[src/rtl/core/dtrg_pkg.sv]
// Shared types, constants and controller codes for the diphthong track ramp generator.
`timescale 1ns / 1ps

package dtrg_pkg;

    localparam int MAX_FRAMES_DEF = 64;
    localparam int FRAC_BITS      = 5;
    localparam int FRAC_HALF      = 16;
    localparam int ACC_W          = 24;
    localparam int DIV_BITS       = 3;
    localparam int DIV_CYCLES     = ACC_W / DIV_BITS;

    typedef struct packed {
        logic signed [15:0] hold_value;
        logic signed [15:0] end_value;
        logic signed [15:0] boundary_value;
        logic [6:0]         seg_length;
        logic [6:0]         center_point;
        logic [9:0]         ramp_length;
    } dtrg_in_t;

    typedef struct packed {
        logic signed [15:0] sample;
        logic               last;
    } dtrg_out_t;

    typedef enum logic [2:0] {
        ST_IDLE,
        ST_CHECK,
        ST_BDIV,
        ST_BMUL,
        ST_BPREV,
        ST_FSTART,
        ST_FDIV,
        ST_EMIT
    } dtrg_state_t;

    typedef struct packed {
        logic load;
        logic init;
        logic div_start;
        logic div_fwd;
        logic db_load;
        logic df_load;
        logic mul;
        logic prev_load;
        logic emit;
    } dtrg_cmd_t;

    typedef struct packed {
        logic empty;
        logic tb_pos;
        logic tf_pos;
        logic div_done;
        logic slot_free;
        logic idx_last;
    } dtrg_status_t;

endpackage

[src/rtl/core/dtrg_div.sv]
// Signed-by-unsigned truncating divider, three quotient bits per cycle.
`timescale 1ns / 1ps

module dtrg_div
    import dtrg_pkg::*;
#(
    parameter int CW = 7
) (
    input  logic                    aclk,
    input  logic                    aresetn,
    input  logic                    start,
    input  logic signed [ACC_W-1:0] dividend,
    input  logic [CW-1:0]           divisor,
    output logic                    busy,
    output logic                    done,
    output logic signed [ACC_W-1:0] quotient
);

    localparam int CNT_W = $clog2(DIV_CYCLES);

    logic [ACC_W-1:0] work_reg;
    logic [ACC_W-1:0] work_next;
    logic [CW-1:0]    rem_reg;
    logic [CW-1:0]    rem_next;
    logic [CW-1:0]    dvs_reg;
    logic             neg_reg;
    logic [CNT_W-1:0] cnt_reg;
    logic             busy_reg;
    logic             done_reg;
    logic [CW:0]      trial;

    always_comb begin
        work_next = work_reg;
        rem_next  = rem_reg;
        trial     = '0;
        for (int k = 0; k < DIV_BITS; k++) begin
            trial     = {rem_next, work_next[ACC_W-1]};
            work_next = {work_next[ACC_W-2:0], 1'b0};
            if (trial >= {1'b0, dvs_reg}) begin
                rem_next     = CW'(trial - {1'b0, dvs_reg});
                work_next[0] = 1'b1;
            end else begin
                rem_next = trial[CW-1:0];
            end
        end
    end

    always_ff @(posedge aclk) begin
        if (!aresetn) begin
            busy_reg <= 1'b0;
            done_reg <= 1'b0;
        end else begin
            done_reg <= 1'b0;
            if (start) begin
                busy_reg <= 1'b1;
            end else if (busy_reg && cnt_reg == '0) begin
                busy_reg <= 1'b0;
                done_reg <= 1'b1;
            end
        end
    end

    always_ff @(posedge aclk) begin
        if (start) begin
            work_reg <= dividend[ACC_W-1] ? -dividend : dividend;
            rem_reg  <= '0;
            dvs_reg  <= divisor;
            neg_reg  <= dividend[ACC_W-1];
            cnt_reg  <= CNT_W'(DIV_CYCLES - 1);
        end else if (busy_reg) begin
            work_reg <= work_next;
            rem_reg  <= rem_next;
            cnt_reg  <= cnt_reg - 1'b1;
        end
    end

    assign busy     = busy_reg;
    assign done     = done_reg;
    assign quotient = neg_reg ? -work_reg : work_reg;

endmodule

[src/rtl/core/dtrg_datapath.sv]
// Datapath: segment registers, ramp geometry, divider, accumulator and output register.
`timescale 1ns / 1ps

module dtrg_datapath
    import dtrg_pkg::*;
#(
    parameter int MAX_FRAMES = MAX_FRAMES_DEF
) (
    input  logic         aclk,
    input  logic         aresetn,
    input  dtrg_in_t     s_payload,
    input  dtrg_cmd_t    cmd,
    output dtrg_status_t st,
    output logic         m_valid,
    input  logic         m_ready,
    output dtrg_out_t    m_payload
);

    localparam int CW = $clog2(MAX_FRAMES + 1);
    localparam int LW = (CW > 7) ? CW : 7;
    localparam int RW = (CW > 10) ? CW : 10;

    function automatic logic signed [ACC_W-1:0] round_fx(input logic signed [ACC_W-1:0] x);
        logic [ACC_W-1:0] mag;
        logic [ACC_W-1:0] q;
        mag = x[ACC_W-1] ? -x : x;
        q   = (mag + ACC_W'(FRAC_HALF)) >> FRAC_BITS;
        return x[ACC_W-1] ? -q : q;
    endfunction

    logic signed [15:0]      hold_reg;
    logic signed [15:0]      endv_reg;
    logic signed [15:0]      bound_reg;
    logic [CW-1:0]           seg_reg;
    logic [CW-1:0]           cen_reg;
    logic [9:0]              ramp_reg;
    logic [CW-1:0]           idx_reg;
    logic signed [ACC_W-1:0] acc_reg;
    logic signed [ACC_W-1:0] db_reg;
    logic signed [ACC_W-1:0] df_reg;
    logic signed [ACC_W-1:0] prod_reg;
    logic signed [ACC_W-1:0] prev_reg;
    logic                    m_valid_reg;
    dtrg_out_t               m_payload_reg;

    logic [LW-1:0]           seg_in;
    logic [LW-1:0]           cen_in;
    logic [CW-1:0]           seg_sat;
    logic [CW-1:0]           cen_clamp;
    logic [RW-1:0]           ramp_ext;
    logic [CW-1:0]           cen_m1;
    logic [CW-1:0]           tf_raw;
    logic [CW-1:0]           tb;
    logic [CW-1:0]           tf;
    logic                    tb_pos;
    logic                    tf_pos;
    logic signed [ACC_W-1:0] hold_fx;
    logic signed [ACC_W-1:0] bound_fx;
    logic signed [ACC_W-1:0] fwd_dividend;
    logic signed [ACC_W-1:0] div_dividend;
    logic [CW-1:0]           div_divisor;
    logic                    div_busy;
    logic                    div_done;
    logic signed [ACC_W-1:0] div_quot;
    logic signed [CW+ACC_W:0] prod_full;
    logic                    in_b;
    logic                    in_f;
    logic signed [ACC_W-1:0] acc_base;
    logic signed [ACC_W-1:0] acc_sum;
    logic signed [ACC_W-1:0] ramp_val;
    logic signed [15:0]      sample_val;
    logic                    slot_free;
    logic                    step;
    logic                    idx_last;

    // length saturation and centre clamp on the incoming transaction
    assign seg_in    = LW'(s_payload.seg_length);
    assign cen_in    = LW'(s_payload.center_point);
    assign seg_sat   = (seg_in > LW'(MAX_FRAMES)) ? CW'(MAX_FRAMES) : CW'(seg_in);
    assign cen_clamp = (cen_in > LW'(seg_sat)) ? seg_sat : CW'(cen_in);

    // ramp lengths
    assign ramp_ext = RW'(ramp_reg);
    assign cen_m1   = cen_reg - 1'b1;
    assign tf_raw   = seg_reg - cen_reg - 1'b1;
    assign tb_pos   = (cen_reg >= CW'(2)) && (ramp_reg != '0);
    assign tf_pos   = ((CW+1)'(seg_reg) >= (CW+1)'(cen_reg) + (CW+1)'(2)) && (ramp_reg != '0);
    assign tb       = (RW'(cen_m1) > ramp_ext) ? CW'(ramp_reg) : cen_m1;
    assign tf       = (RW'(tf_raw) > ramp_ext) ? CW'(ramp_reg) : tf_raw;

    assign hold_fx      = ACC_W'(hold_reg) <<< FRAC_BITS;
    assign bound_fx     = ACC_W'(bound_reg) <<< FRAC_BITS;
    assign fwd_dividend = (ACC_W'(endv_reg) - prev_reg) <<< FRAC_BITS;
    assign div_dividend = cmd.div_fwd ? fwd_dividend : (bound_fx - hold_fx);
    assign div_divisor  = cmd.div_fwd ? tf : tb;

    dtrg_div #(
        .CW (CW)
    ) u_div (
        .aclk     (aclk),
        .aresetn  (aresetn),
        .start    (cmd.div_start),
        .dividend (div_dividend),
        .divisor  (div_divisor),
        .busy     (div_busy),
        .done     (div_done),
        .quotient (div_quot)
    );

    assign prod_full = $signed({1'b0, tb}) * db_reg;

    // sample generation
    assign in_b = tb_pos && (idx_reg >= cen_reg - tb) && (idx_reg < cen_reg);
    assign in_f = tf_pos && (idx_reg >= cen_reg) && (idx_reg < cen_reg + tf);
    assign acc_base   = (in_f && idx_reg == cen_reg) ? (prev_reg <<< FRAC_BITS) : acc_reg;
    assign acc_sum    = acc_base + (in_f ? df_reg : db_reg);
    assign ramp_val   = round_fx(acc_sum);
    assign sample_val = (in_b || in_f) ? ramp_val[15:0]
                      : ((idx_reg < cen_reg) ? hold_reg : endv_reg);

    assign slot_free = !m_valid_reg || m_ready;
    assign step      = cmd.emit && slot_free;
    assign idx_last  = (idx_reg == seg_reg - 1'b1);

    always_ff @(posedge aclk) begin
        if (!aresetn) begin
            m_valid_reg <= 1'b0;
        end else if (step) begin
            m_valid_reg <= 1'b1;
        end else if (m_ready) begin
            m_valid_reg <= 1'b0;
        end
    end

    always_ff @(posedge aclk) begin
        if (cmd.load) begin
            hold_reg  <= s_payload.hold_value;
            endv_reg  <= s_payload.end_value;
            bound_reg <= s_payload.boundary_value;
            seg_reg   <= seg_sat;
            cen_reg   <= cen_clamp;
            ramp_reg  <= s_payload.ramp_length;
        end
        if (cmd.init) begin
            acc_reg <= hold_fx;
            idx_reg <= '0;
        end else if (step) begin
            idx_reg <= idx_reg + 1'b1;
            if (in_b || in_f) begin
                acc_reg <= acc_sum;
            end
        end
        if (cmd.db_load) begin
            db_reg <= div_quot;
        end
        if (cmd.df_load) begin
            df_reg <= div_quot;
        end
        if (cmd.mul) begin
            prod_reg <= prod_full[ACC_W-1:0];
        end
        if (cmd.prev_load) begin
            prev_reg <= tb_pos ? round_fx(hold_fx + prod_reg) : ACC_W'(hold_reg);
        end
        if (step) begin
            m_payload_reg.sample <= sample_val;
            m_payload_reg.last   <= idx_last;
        end
    end

    assign st.empty     = (seg_reg == '0);
    assign st.tb_pos    = tb_pos;
    assign st.tf_pos    = tf_pos;
    assign st.div_done  = div_done;
    assign st.slot_free = slot_free;
    assign st.idx_last  = idx_last;

    assign m_valid   = m_valid_reg;
    assign m_payload = m_payload_reg;

    a_div_start_idle: assert property (@(posedge aclk) disable iff (!aresetn)
        cmd.div_start |-> !div_busy)
        else $error("divider restarted while busy");

    a_emit_in_range: assert property (@(posedge aclk) disable iff (!aresetn)
        cmd.emit |-> (idx_reg < seg_reg))
        else $error("sample index beyond segment");

    a_ramps_disjoint: assert property (@(posedge aclk) disable iff (!aresetn)
        (step && in_f) |-> !in_b)
        else $error("backward and forward ramps overlap");

endmodule

[src/rtl/core/dtrg_ctrl.sv]
// Controller: sequences load, divisions, start value and sample emission.
`timescale 1ns / 1ps

module dtrg_ctrl
    import dtrg_pkg::*;
(
    input  logic         aclk,
    input  logic         aresetn,
    input  logic         s_valid,
    output logic         s_ready,
    input  dtrg_status_t st,
    output dtrg_cmd_t    cmd
);

    dtrg_state_t state_reg;
    dtrg_state_t state_next;

    always_ff @(posedge aclk) begin
        if (!aresetn) begin
            state_reg <= ST_IDLE;
        end else begin
            state_reg <= state_next;
        end
    end

    always_comb begin
        cmd        = '0;
        state_next = state_reg;
        s_ready    = (state_reg == ST_IDLE);
        case (state_reg)
            ST_IDLE: begin
                if (s_valid) begin
                    cmd.load   = 1'b1;
                    state_next = ST_CHECK;
                end
            end
            ST_CHECK: begin
                cmd.init = 1'b1;
                if (st.empty) begin
                    state_next = ST_IDLE;
                end else if (st.tb_pos) begin
                    cmd.div_start = 1'b1;
                    state_next    = ST_BDIV;
                end else begin
                    cmd.prev_load = 1'b1;
                    state_next    = ST_FSTART;
                end
            end
            ST_BDIV: begin
                if (st.div_done) begin
                    cmd.db_load = 1'b1;
                    state_next  = ST_BMUL;
                end
            end
            ST_BMUL: begin
                cmd.mul    = 1'b1;
                state_next = ST_BPREV;
            end
            ST_BPREV: begin
                cmd.prev_load = 1'b1;
                state_next    = ST_FSTART;
            end
            ST_FSTART: begin
                if (st.tf_pos) begin
                    cmd.div_start = 1'b1;
                    cmd.div_fwd   = 1'b1;
                    state_next    = ST_FDIV;
                end else begin
                    state_next = ST_EMIT;
                end
            end
            ST_FDIV: begin
                if (st.div_done) begin
                    cmd.df_load = 1'b1;
                    state_next  = ST_EMIT;
                end
            end
            ST_EMIT: begin
                cmd.emit = 1'b1;
                if (st.slot_free && st.idx_last) begin
                    state_next = ST_IDLE;
                end
            end
            default: begin
                state_next = ST_IDLE;
            end
        endcase
    end

    a_done_in_wait: assert property (@(posedge aclk) disable iff (!aresetn)
        st.div_done |-> (state_reg == ST_BDIV || state_reg == ST_FDIV))
        else $error("division finished outside a wait state");

    a_fdiv_needs_ramp: assert property (@(posedge aclk) disable iff (!aresetn)
        (state_reg == ST_FDIV) |-> st.tf_pos)
        else $error("forward division without a forward ramp");

endmodule

[src/rtl/core/diphthong_track_ramp_generator_unit.sv]
// Top level of the diphthong track ramp generator.
// One input transaction describes a segment and yields min(seg_length, MAX_FRAMES)
// output transactions, one sample each in order of time, the final one with last set;
// an empty segment yields none. After acceptance a segment passes through set-up, the
// shared divider for the backward ramp slope (only when that ramp exists), the forming
// of the ramp end value, the divider for the forward ramp slope (only when that ramp
// exists), then one sample per cycle while m_ready is high. The divider resolves three
// quotient bits a cycle. The next segment is accepted while the final sample still
// waits in the output register.
`timescale 1ns / 1ps

module diphthong_track_ramp_generator_unit
    import dtrg_pkg::*;
#(
    parameter int MAX_FRAMES = MAX_FRAMES_DEF
) (
    input  logic      aclk,
    input  logic      aresetn,
    input  logic      s_valid,
    output logic      s_ready,
    input  dtrg_in_t  s_payload,
    output logic      m_valid,
    input  logic      m_ready,
    output dtrg_out_t m_payload
);

    dtrg_cmd_t    cmd;
    dtrg_status_t st;

    dtrg_ctrl u_ctrl (
        .aclk    (aclk),
        .aresetn (aresetn),
        .s_valid (s_valid),
        .s_ready (s_ready),
        .st      (st),
        .cmd     (cmd)
    );

    dtrg_datapath #(
        .MAX_FRAMES (MAX_FRAMES)
    ) u_datapath (
        .aclk      (aclk),
        .aresetn   (aresetn),
        .s_payload (s_payload),
        .cmd       (cmd),
        .st        (st),
        .m_valid   (m_valid),
        .m_ready   (m_ready),
        .m_payload (m_payload)
    );

endmodule
[config.mk]
export PLATFORM = sky130hd
export DESIGN_NAME = diphthong_track_ramp_generator_unit
export DESIGN_NICKNAME = d
export VERILOG_FILES = /design/src/rtl/core/dtrg_pkg.sv /design/src/rtl/core/dtrg_div.sv /design/src/rtl/core/dtrg_datapath.sv /design/src/rtl/core/dtrg_ctrl.sv /design/src/rtl/core/diphthong_track_ramp_generator_unit.sv
export SDC_FILE = /design/constraint.sdc
export NUM_CORES = 1
export LEC_CHECK = 0
export BUFFER_PORTS_ARGS = -buffer_cell sky130_fd_sc_hd__buf_2
export CORE_UTILIZATION = 46
export CTS_BUF_LIST = sky130_fd_sc_hd__clkbuf_8 sky130_fd_sc_hd__clkbuf_16
export CTS_CLUSTER_DIAMETER = 100
export DETAILED_ROUTE_END_ITERATION = 8
export PLACE_DENSITY = 0.67
export REMOVE_ABC_BUFFERS = 1
export SYNTH_ARGS = -nofsm -noshare
export SYNTH_HDL_FRONTEND = slang
export SYNTH_SLANG_ARGS = --single-unit
[constraint.sdc]
create_clock -name aclk -period 10.7 [get_ports aclk]
set_input_delay 0 -clock aclk [delete_from_list [all_inputs] [get_ports aclk]]
set_output_delay 0 -clock aclk [all_outputs]
set_load 0.01 [all_outputs]
Word-level counts from Yosys, hierarchy flattened
Cells that the tools add are included.
{"block": "word_totals", "regBits": 259, "input_bits": 76}
{"block": "classes", "addsub": 24, "n_mul": 1, "order_cmp": 13, "n_eq_ne": 13, "muxes": 57, "n_bitwise": 1, "reduce_logical": 26}
{"operator": "$mux 24", "count": 11}
{"operator": "$neg 24->24", "count": 3}
{"operator": "$mux 7", "count": 8}
{"operator": "$mux 16", "count": 3}
{"operator": "$mux 19", "count": 2}
{"operator": "$sub 7x7->7", "count": 5}
{"operator": "$add 21x24->24", "count": 1}
{"operator": "$add 24x24->24", "count": 1}
{"operator": "$add 24x5->24 const B", "count": 1}
{"operator": "$ge 8x7->1", "count": 3}
{"operator": "$mul 8x24->24", "count": 1}
{"operator": "$pmux 3 s8", "count": 1}
{"operator": "$mux 1", "count": 22}
{"operator": "$sub 21x21->22", "count": 1}
{"operator": "$add 21x5->21 const B", "count": 1}
{"operator": "$mux 21", "count": 1}
{"operator": "$neg 21->21", "count": 1}
{"operator": "$sub 7x1->7 const B", "count": 3}
{"operator": "$gt 7x10->1", "count": 2}
{"operator": "$neg 19->19", "count": 1}
{"operator": "$sub 16x19->19", "count": 1}
{"operator": "$mux 3", "count": 6}
{"operator": "$neg 16->16", "count": 1}
{"operator": "$eq 7x7->1", "count": 2}
{"operator": "28 further kinds", "count": 53}

Longest topological paths before layout
{"block": "logic_depth", "depth_word": 16, "mapped_depth": 61, "mapped_depth_nobuf": 57}

By module
Synthesis repeated with hierarchy kept, for this count alone.
{"block": "unflattened", "hier_cells": 2779, "hier_area_um2": 25505.7}
{"mod": "dtrg_datapath", "n_inst": 1, "cells_each": 2309, "area_each_um2": 21373.0}
{"mod": "dtrg_div", "n_inst": 1, "cells_each": 432, "area_each_um2": 3836.2}
{"mod": "dtrg_ctrl", "n_inst": 1, "cells_each": 38, "area_each_um2": 296.5}

Least setup slack after synthesis
OpenSTA, ideal clock, no wires.
{"block": "synth_path", "path_type": "register to register", "startpoint": "reg u_datapath.cen_reg[0]", "endpoint": "reg u_datapath.m_payload_reg, in the netlist u_datapath.m_payload[16] (data pin)", "setup_ns": 0.269, "arrival_ns": 10.768, "t_required_ns": 10.431, "setup_slack_ns": -0.338, "path_stages_with_launch": 56, "path_buffers": 3, "synth_period_minus_slack_ns": 11.038, "path_cell_list": "edfxtp_1 -> inv_1 -> ha_1 -> inv_1 -> fa_1 -> inv_1 -> a21oi_1 -> o21bai_1 -> a21o_1 -> a21oi_1 -> xnor2_1 -> ha_1 -> nand3_1 -> o21ai_0 -> nor2_1 -> nand2_1 -> o21ai_0 -> ha_1 -> (+20 left out) -> a21oi_2 -> nand2_1 -> a21oi_2 -> xor3_2 -> buf_2 -> clkbuf_1 -> nand2_1 -> xnor2_1 -> ha_1 -> inv_1 -> or4_4 -> mux2_2 -> o31a_1 -> a211o_1 -> a2111oi_0 -> a41oi_1 -> xnor2_1 -> mux2i_1"}
{"block": "synth_between", "elab_chain_len": 16, "word_cells_on_any_way": 35, "classes_between": "10 x add/sub; 8 x order compare; 1 x eq/ne; 8 x mux; 8 x reduce/logical"}
{"item": "start: declaration", "line": "dtrg_datapath.sv:35", "rtl": "logic [CW-1:0] cen_reg;"}
{"item": "start signal: assignment", "line": "dtrg_datapath.sv:141", "rtl": "cen_reg <= cen_clamp;"}
{"item": "$sub 7x7->7", "line": "dtrg_datapath.sv:85", "rtl": "assign tf_raw = seg_reg - cen_reg - 1'b1;"}
{"item": "$sub 7x1->7", "line": "dtrg_datapath.sv:85"}
{"item": "$gt 7x10->1", "line": "dtrg_datapath.sv:89", "rtl": "assign tf = (RW'(tf_raw) > ramp_ext) ? CW'(ramp_reg) : tf_raw;"}
{"item": "$mux 7", "line": "dtrg_datapath.sv:89"}
{"item": "$add 7x7->7", "line": "dtrg_datapath.sv:114", "rtl": "assign in_f = tf_pos && (idx_reg >= cen_reg) && (idx_reg < cen_reg + tf);"}
{"item": "$lt 7x7->1", "line": "dtrg_datapath.sv:114"}
{"item": "$logic_and 1x1->1", "line": "dtrg_datapath.sv:114"}
{"item": "$logic_and 1x1->1", "line": "dtrg_datapath.sv:115", "rtl": "assign acc_base = (in_f && idx_reg == cen_reg) ? (prev_reg <<< FRAC_BITS) : acc_reg;"}
{"item": "$mux 24", "line": "dtrg_datapath.sv:115"}
{"item": "$add 24x24->24", "line": "dtrg_datapath.sv:116", "rtl": "assign acc_sum = acc_base + (in_f ? df_reg : db_reg);"}
{"item": "$neg 21->21", "line": "dtrg_datapath.sv:26", "rtl": "mag = x[ACC_W-1] ? -x : x;"}
{"item": "$mux 21", "line": "dtrg_datapath.sv:26"}
{"item": "$add 21x5->21", "line": "dtrg_datapath.sv:27", "rtl": "q = (mag + ACC_W'(FRAC_HALF)) >> FRAC_BITS;"}
{"item": "$neg 16->16", "line": "dtrg_datapath.sv:28", "rtl": "return x[ACC_W-1] ? -q : q;"}
{"item": "$mux 16", "line": "dtrg_datapath.sv:28"}
{"item": "$mux 16 (*)", "line": "dtrg_datapath.sv:118", "rtl": "assign sample_val = (in_b || in_f) ? ramp_val[15:0]"}
{"item": "net u_datapath.sample_val[15]", "line": "dtrg_datapath.sv:71", "rtl": "logic signed [15:0] sample_val;"}
{"item": "end: declaration", "line": "dtrg_datapath.sv:44", "rtl": "dtrg_out_t m_payload_reg;"}
Mark *: on every way through the listed nets, which the timed path passes. The rest lies on a longest branch.
A chain may end at the register's enable or synchronous reset.

Final worst setup path
{"block": "layout_path", "startpoint": "reg u_datapath.cen_reg[0]", "endpoint": "reg u_datapath.m_payload_reg, in the netlist u_datapath.m_payload[15] (data pin)"}
Same word-level chain as after synthesis.

==> results <==
- The count of routing violations after the opening detailed-route iteration is 1,671.
- For this run, design rule violations remaining after detail routing come to 0.
- The setup path with the least slack is of type reg2reg.
- The CTS H-tree depth is 2.
- The most numerous cell in the Yosys netlist is sky130_fd_sc_hd__inv_1.
- The worst pin sits at a relative slew slack of 0.1752.
- Yosys attributes the largest share of cell area to sky130_fd_sc_hd__edfxtp_1 (27%), sky130_fd_sc_hd__ha_1 (11%), sky130_fd_sc_hd__fa_1 (8.0%), sky130_fd_sc_hd__xnor2_1 (5.7%), sky130_fd_sc_hd__inv_1 (3.9%).
- The global-route wire length before repair is 117,600 um.
- The pin count of the biggest net entering global routing is 49.
- The worst-case reg-to-reg path depth is 54.
- The number of buffers inserted during clock tree synthesis is 34.
- The synthesized netlist cell count is 2,758.
- The final count of pins violating max slew was 0.
- The cell at the root of the clock tree is sky130_fd_sc_hd__clkbuf_16.
- The multi-input combinational cell area is 0.01694 mm2.
- The maximum number of buffers from clock root to sink is 3.
- The flow ran to the end, and the final reports show no timing, DRC or antenna violations.
- Of the available clock period, the critical path in the final layout requires 0.9586.
- The area of the core is 0.05424 mm2.
- The total of endpoints with negative setup slack in the final report is 0.
- The post-synthesis async set-or-reset flop share is 0.
- The post-synthesis cell area is 0.02544 mm2.
- STA puts the critical path data required time at 10,960 ps.
- Across every metal layer, demand over resource in global routing totals 0.2697.
- Counting the fill cells in the layout gives 4,853.
- For this run, the slowest stage of the critical path takes 580 ps.
- The highest-delay cell along the critical path is sky130_fd_sc_hd__fa_2.
- The count of flip-flops with a built-in enable after synthesis is 231.
- The worst setup path is captured at a register.
- After synthesis, the mean cell area works out to 9.223 um2.
- The worst setup path is launched from a register.
- Port buffering added 94 buffers.
- For the pin with the worst max-slew slack, the measured transition is 1237 ps.
- The area used by sequential logic in the layout is 0.007497 mm2.
- The via count of the first global-routing pass was 21,219.
- The count of different cell masters after synthesis is 106.
- The final route contains 21,614 vias.
- Timing would allow up to 97.49 MHz.
- By count the netlist is led by sky130_fd_sc_hd__inv_1 (264), sky130_fd_sc_hd__nand2_1 (249), sky130_fd_sc_hd__edfxtp_1 (231).
- The area growth from synthesis to final layout is 16.40%.
- From left edge to right edge, the die measures 237.2 um.
- In this run the remaining antenna-violating nets after routing total 0.
- TritonCTS built the clock tree.
- In this run, synthesis produced a sequential element count of 259.
- The data arrival time of the worst path is 10,520 ps.
- For this run, the post-layout net count is 3,384.
- The maximum fanout count along the critical path is 7.
- In the synthesized netlist the dominant register cell turns out to be sky130_fd_sc_hd__edfxtp_1.
- The die area is 0.05624 mm2.
- At the end of routability-driven placement, the weighted congestion stood at 0.9678.
- The effective utilization at floorplan is 0.4690.
- The worst path in the final design needs a cycle of 10,260 ps, including I/O delays and setup.
- Summed over all layers, the global routing overflow is 0.
- The total wire length after detailed routing is 76,920 um.
- The total of max-cap violations is 0.
- For this run, the register share of the synthesized area comes to 0.2947.
- The number of sinks driven by the clock tree is 259.
- The number of placement rows is 85.
- The share of the synthesized area in the top cell type is 0.2727.
- The antenna diode instance count is 0.
- The initial antenna violation count is 2.
- The number of iterations in the first detailed-routing pass is 7.
- The proportion of layout cells with a drive suffix above 1 is 0.1351.
- The count of cells along the worst hold path is 2.
- The clock latency at the later pin of the worst-skew pair is 570 ps.
- The cell seen most often among critical-path stages is sky130_fd_sc_hd__a21oi_2.
- The instance area at placement is 0.02702 mm2.
- After clock tree synthesis, the clock-pin slew on the worst setup and hold paths is 60 ps.
- Summing all non-filler instances in the final layout gives an area of 0.02961 mm2.
- The total half-perimeter wirelength after legalization and detailed placement is 59,160 um.
- Yosys printed 0 warnings.
- Of all cell types, the one taking the most synthesized area is sky130_fd_sc_hd__edfxtp_1.
- For the final database, setup skew stands at 61.25 ps.
- The final number of hold-violating endpoints is 0.
- The worst min-delay path category is in2reg.
- The number of top-level pins is 95.
- The die boundary height is 237.2 um.
- After detailed routing, the average wire length per cell comes to 20.78 um.
- The vias per cell is 5.840.
critical path, delay by kind of cell (launching register included):
family                   cells  cell delay [ps]
AO/OA/AOI/OAI               16             2320
XOR/XNOR                     5              930
adder cells (fa/ha/maj)      8             2360
buffers and inverters        8              800
flip-flops                   1              390
multiplexers                 2              480
AND/OR/NAND/NOR             15             2650
repair_timing:
action | 4_1_cts | 5_1_grt
pin swaps | 2 | 46
hold buffers | 79 | 0
gates cloned | 0 | 5
setup buffers | 2 | 17
setup endpoints to repair | 6 | 10
resized for setup | 5 | 63
endpoints found under the hold margin | 78 | 0
layout by cell type (no fill, tap or decap), types with 15 or more instances in the layout:
| master | netlist | layout |
|---|---|---|
| sky130_fd_sc_hd__o22ai_1 | 17 | 17 |
| sky130_fd_sc_hd__o211ai_1 | 17 | 17 |
| sky130_fd_sc_hd__nand2b_1 | 31 | 31 |
| sky130_fd_sc_hd__a21boi_0 | 15 | 15 |
| sky130_fd_sc_hd__clkbuf_16 | 0 | 39 |
| sky130_fd_sc_hd__o21a_1 | 24 | 24 |
| sky130_fd_sc_hd__fa_1 | 102 | 100 |
| sky130_fd_sc_hd__o31ai_1 | 19 | 19 |
| sky130_fd_sc_hd__nor3_1 | 57 | 55 |
| sky130_fd_sc_hd__nor2b_1 | 26 | 25 |
| sky130_fd_sc_hd__and3_1 | 17 | 16 |
| sky130_fd_sc_hd__a31oi_1 | 22 | 22 |
| sky130_fd_sc_hd__nand3_1 | 58 | 55 |
| sky130_fd_sc_hd__ha_1 | 226 | 211 |
| sky130_fd_sc_hd__a21o_1 | 49 | 49 |
| sky130_fd_sc_hd__a211oi_1 | 21 | 21 |
| sky130_fd_sc_hd__nand4_1 | 31 | 31 |
| sky130_fd_sc_hd__or3_1 | 25 | 25 |
| sky130_fd_sc_hd__xor2_1 | 75 | 75 |
| sky130_fd_sc_hd__mux2_2 | 55 | 53 |
| sky130_fd_sc_hd__nor2_1 | 154 | 150 |
| sky130_fd_sc_hd__dfxtp_1 | 28 | 28 |
| sky130_fd_sc_hd__mux2i_1 | 50 | 48 |
| sky130_fd_sc_hd__edfxtp_1 | 231 | 231 |
| sky130_fd_sc_hd__and2_1 | 128 | 126 |
| sky130_fd_sc_hd__nand2_1 | 249 | 247 |
| sky130_fd_sc_hd__inv_1 | 264 | 261 |
| sky130_fd_sc_hd__a21oi_1 | 154 | 150 |
| sky130_fd_sc_hd__o21ai_1 | 7 | 16 |
| sky130_fd_sc_hd__o21ai_0 | 157 | 145 |
| sky130_fd_sc_hd__buf_2 | 8 | 94 |
| sky130_fd_sc_hd__dlygate4sd3_1 | 0 | 79 |
| sky130_fd_sc_hd__xnor2_1 | 166 | 164 |
| sky130_fd_sc_hd__buf_4 | 1 | 83 |
layer usage:
layer | global-route usage | share of wire
met5 | 0 | 0
met2 | 0.4268 | 0.45
met1 | 0.3674 | 0.44
met4 | 0.1009 | 0.037
met3 | 0.04936 | 0.071
stage by stage:
step                setup TNS [ps]  setup WS [ps]  utilization  hold WS, ps  std cells
floorplan                    -2613         -405.8            -        98.87       2676
global placement                 0          117.8       0.4982        176.9       3536
detailed placement          -197.7         -104.4       0.4982        178.1       3536
CTS                              0          80.69       0.5355        110.1       3678
global route                -600.8         -122.1       0.5459        124.6       3701
finish                           0          443.0       0.5459        132.5       3701
worst paths after layout:
check                                           start                        to  slack [ps]
worst max-delay path            u_datapath.cen_reg[0]  u_datapath.m_payload[15]         440
worst min-delay path                    s_payload[29]   u_datapath.bound_reg[5]         130
worst max register to register  u_datapath.cen_reg[0]  u_datapath.m_payload[15]         440
worst min register to register  u_datapath.acc_reg[1]     u_datapath.acc_reg[1]         460
area by class of cell:
cell class | instances | area share
clock buffer | 37 | 0.03013
inverter | 265 | 0.03359
multi-input combinational | 2152 | 0.5719
clock inverter | 24 | 0.01061
tap | 696 | 0.02941
timing repair buffer | 268 | 0.07116
sequential | 259 | 0.2532
cell families after synthesis:
kind of cell               after synthesis  share of synthesized area
xor gates and xnor gates               245                    0.08657
AOI/OAI and AO/OA                      613                     0.1574
muxes                                  107                    0.04545
DFF                                    259                     0.2947
buffers and inverters                  347                    0.05238
adders and majority gates              328                     0.1914
and+or+nand+nor                        859                     0.1721
Power is left out: the tool's default activity adds up to more than one toggle a clock period on the data nets, which glitch-free logic cannot reach.
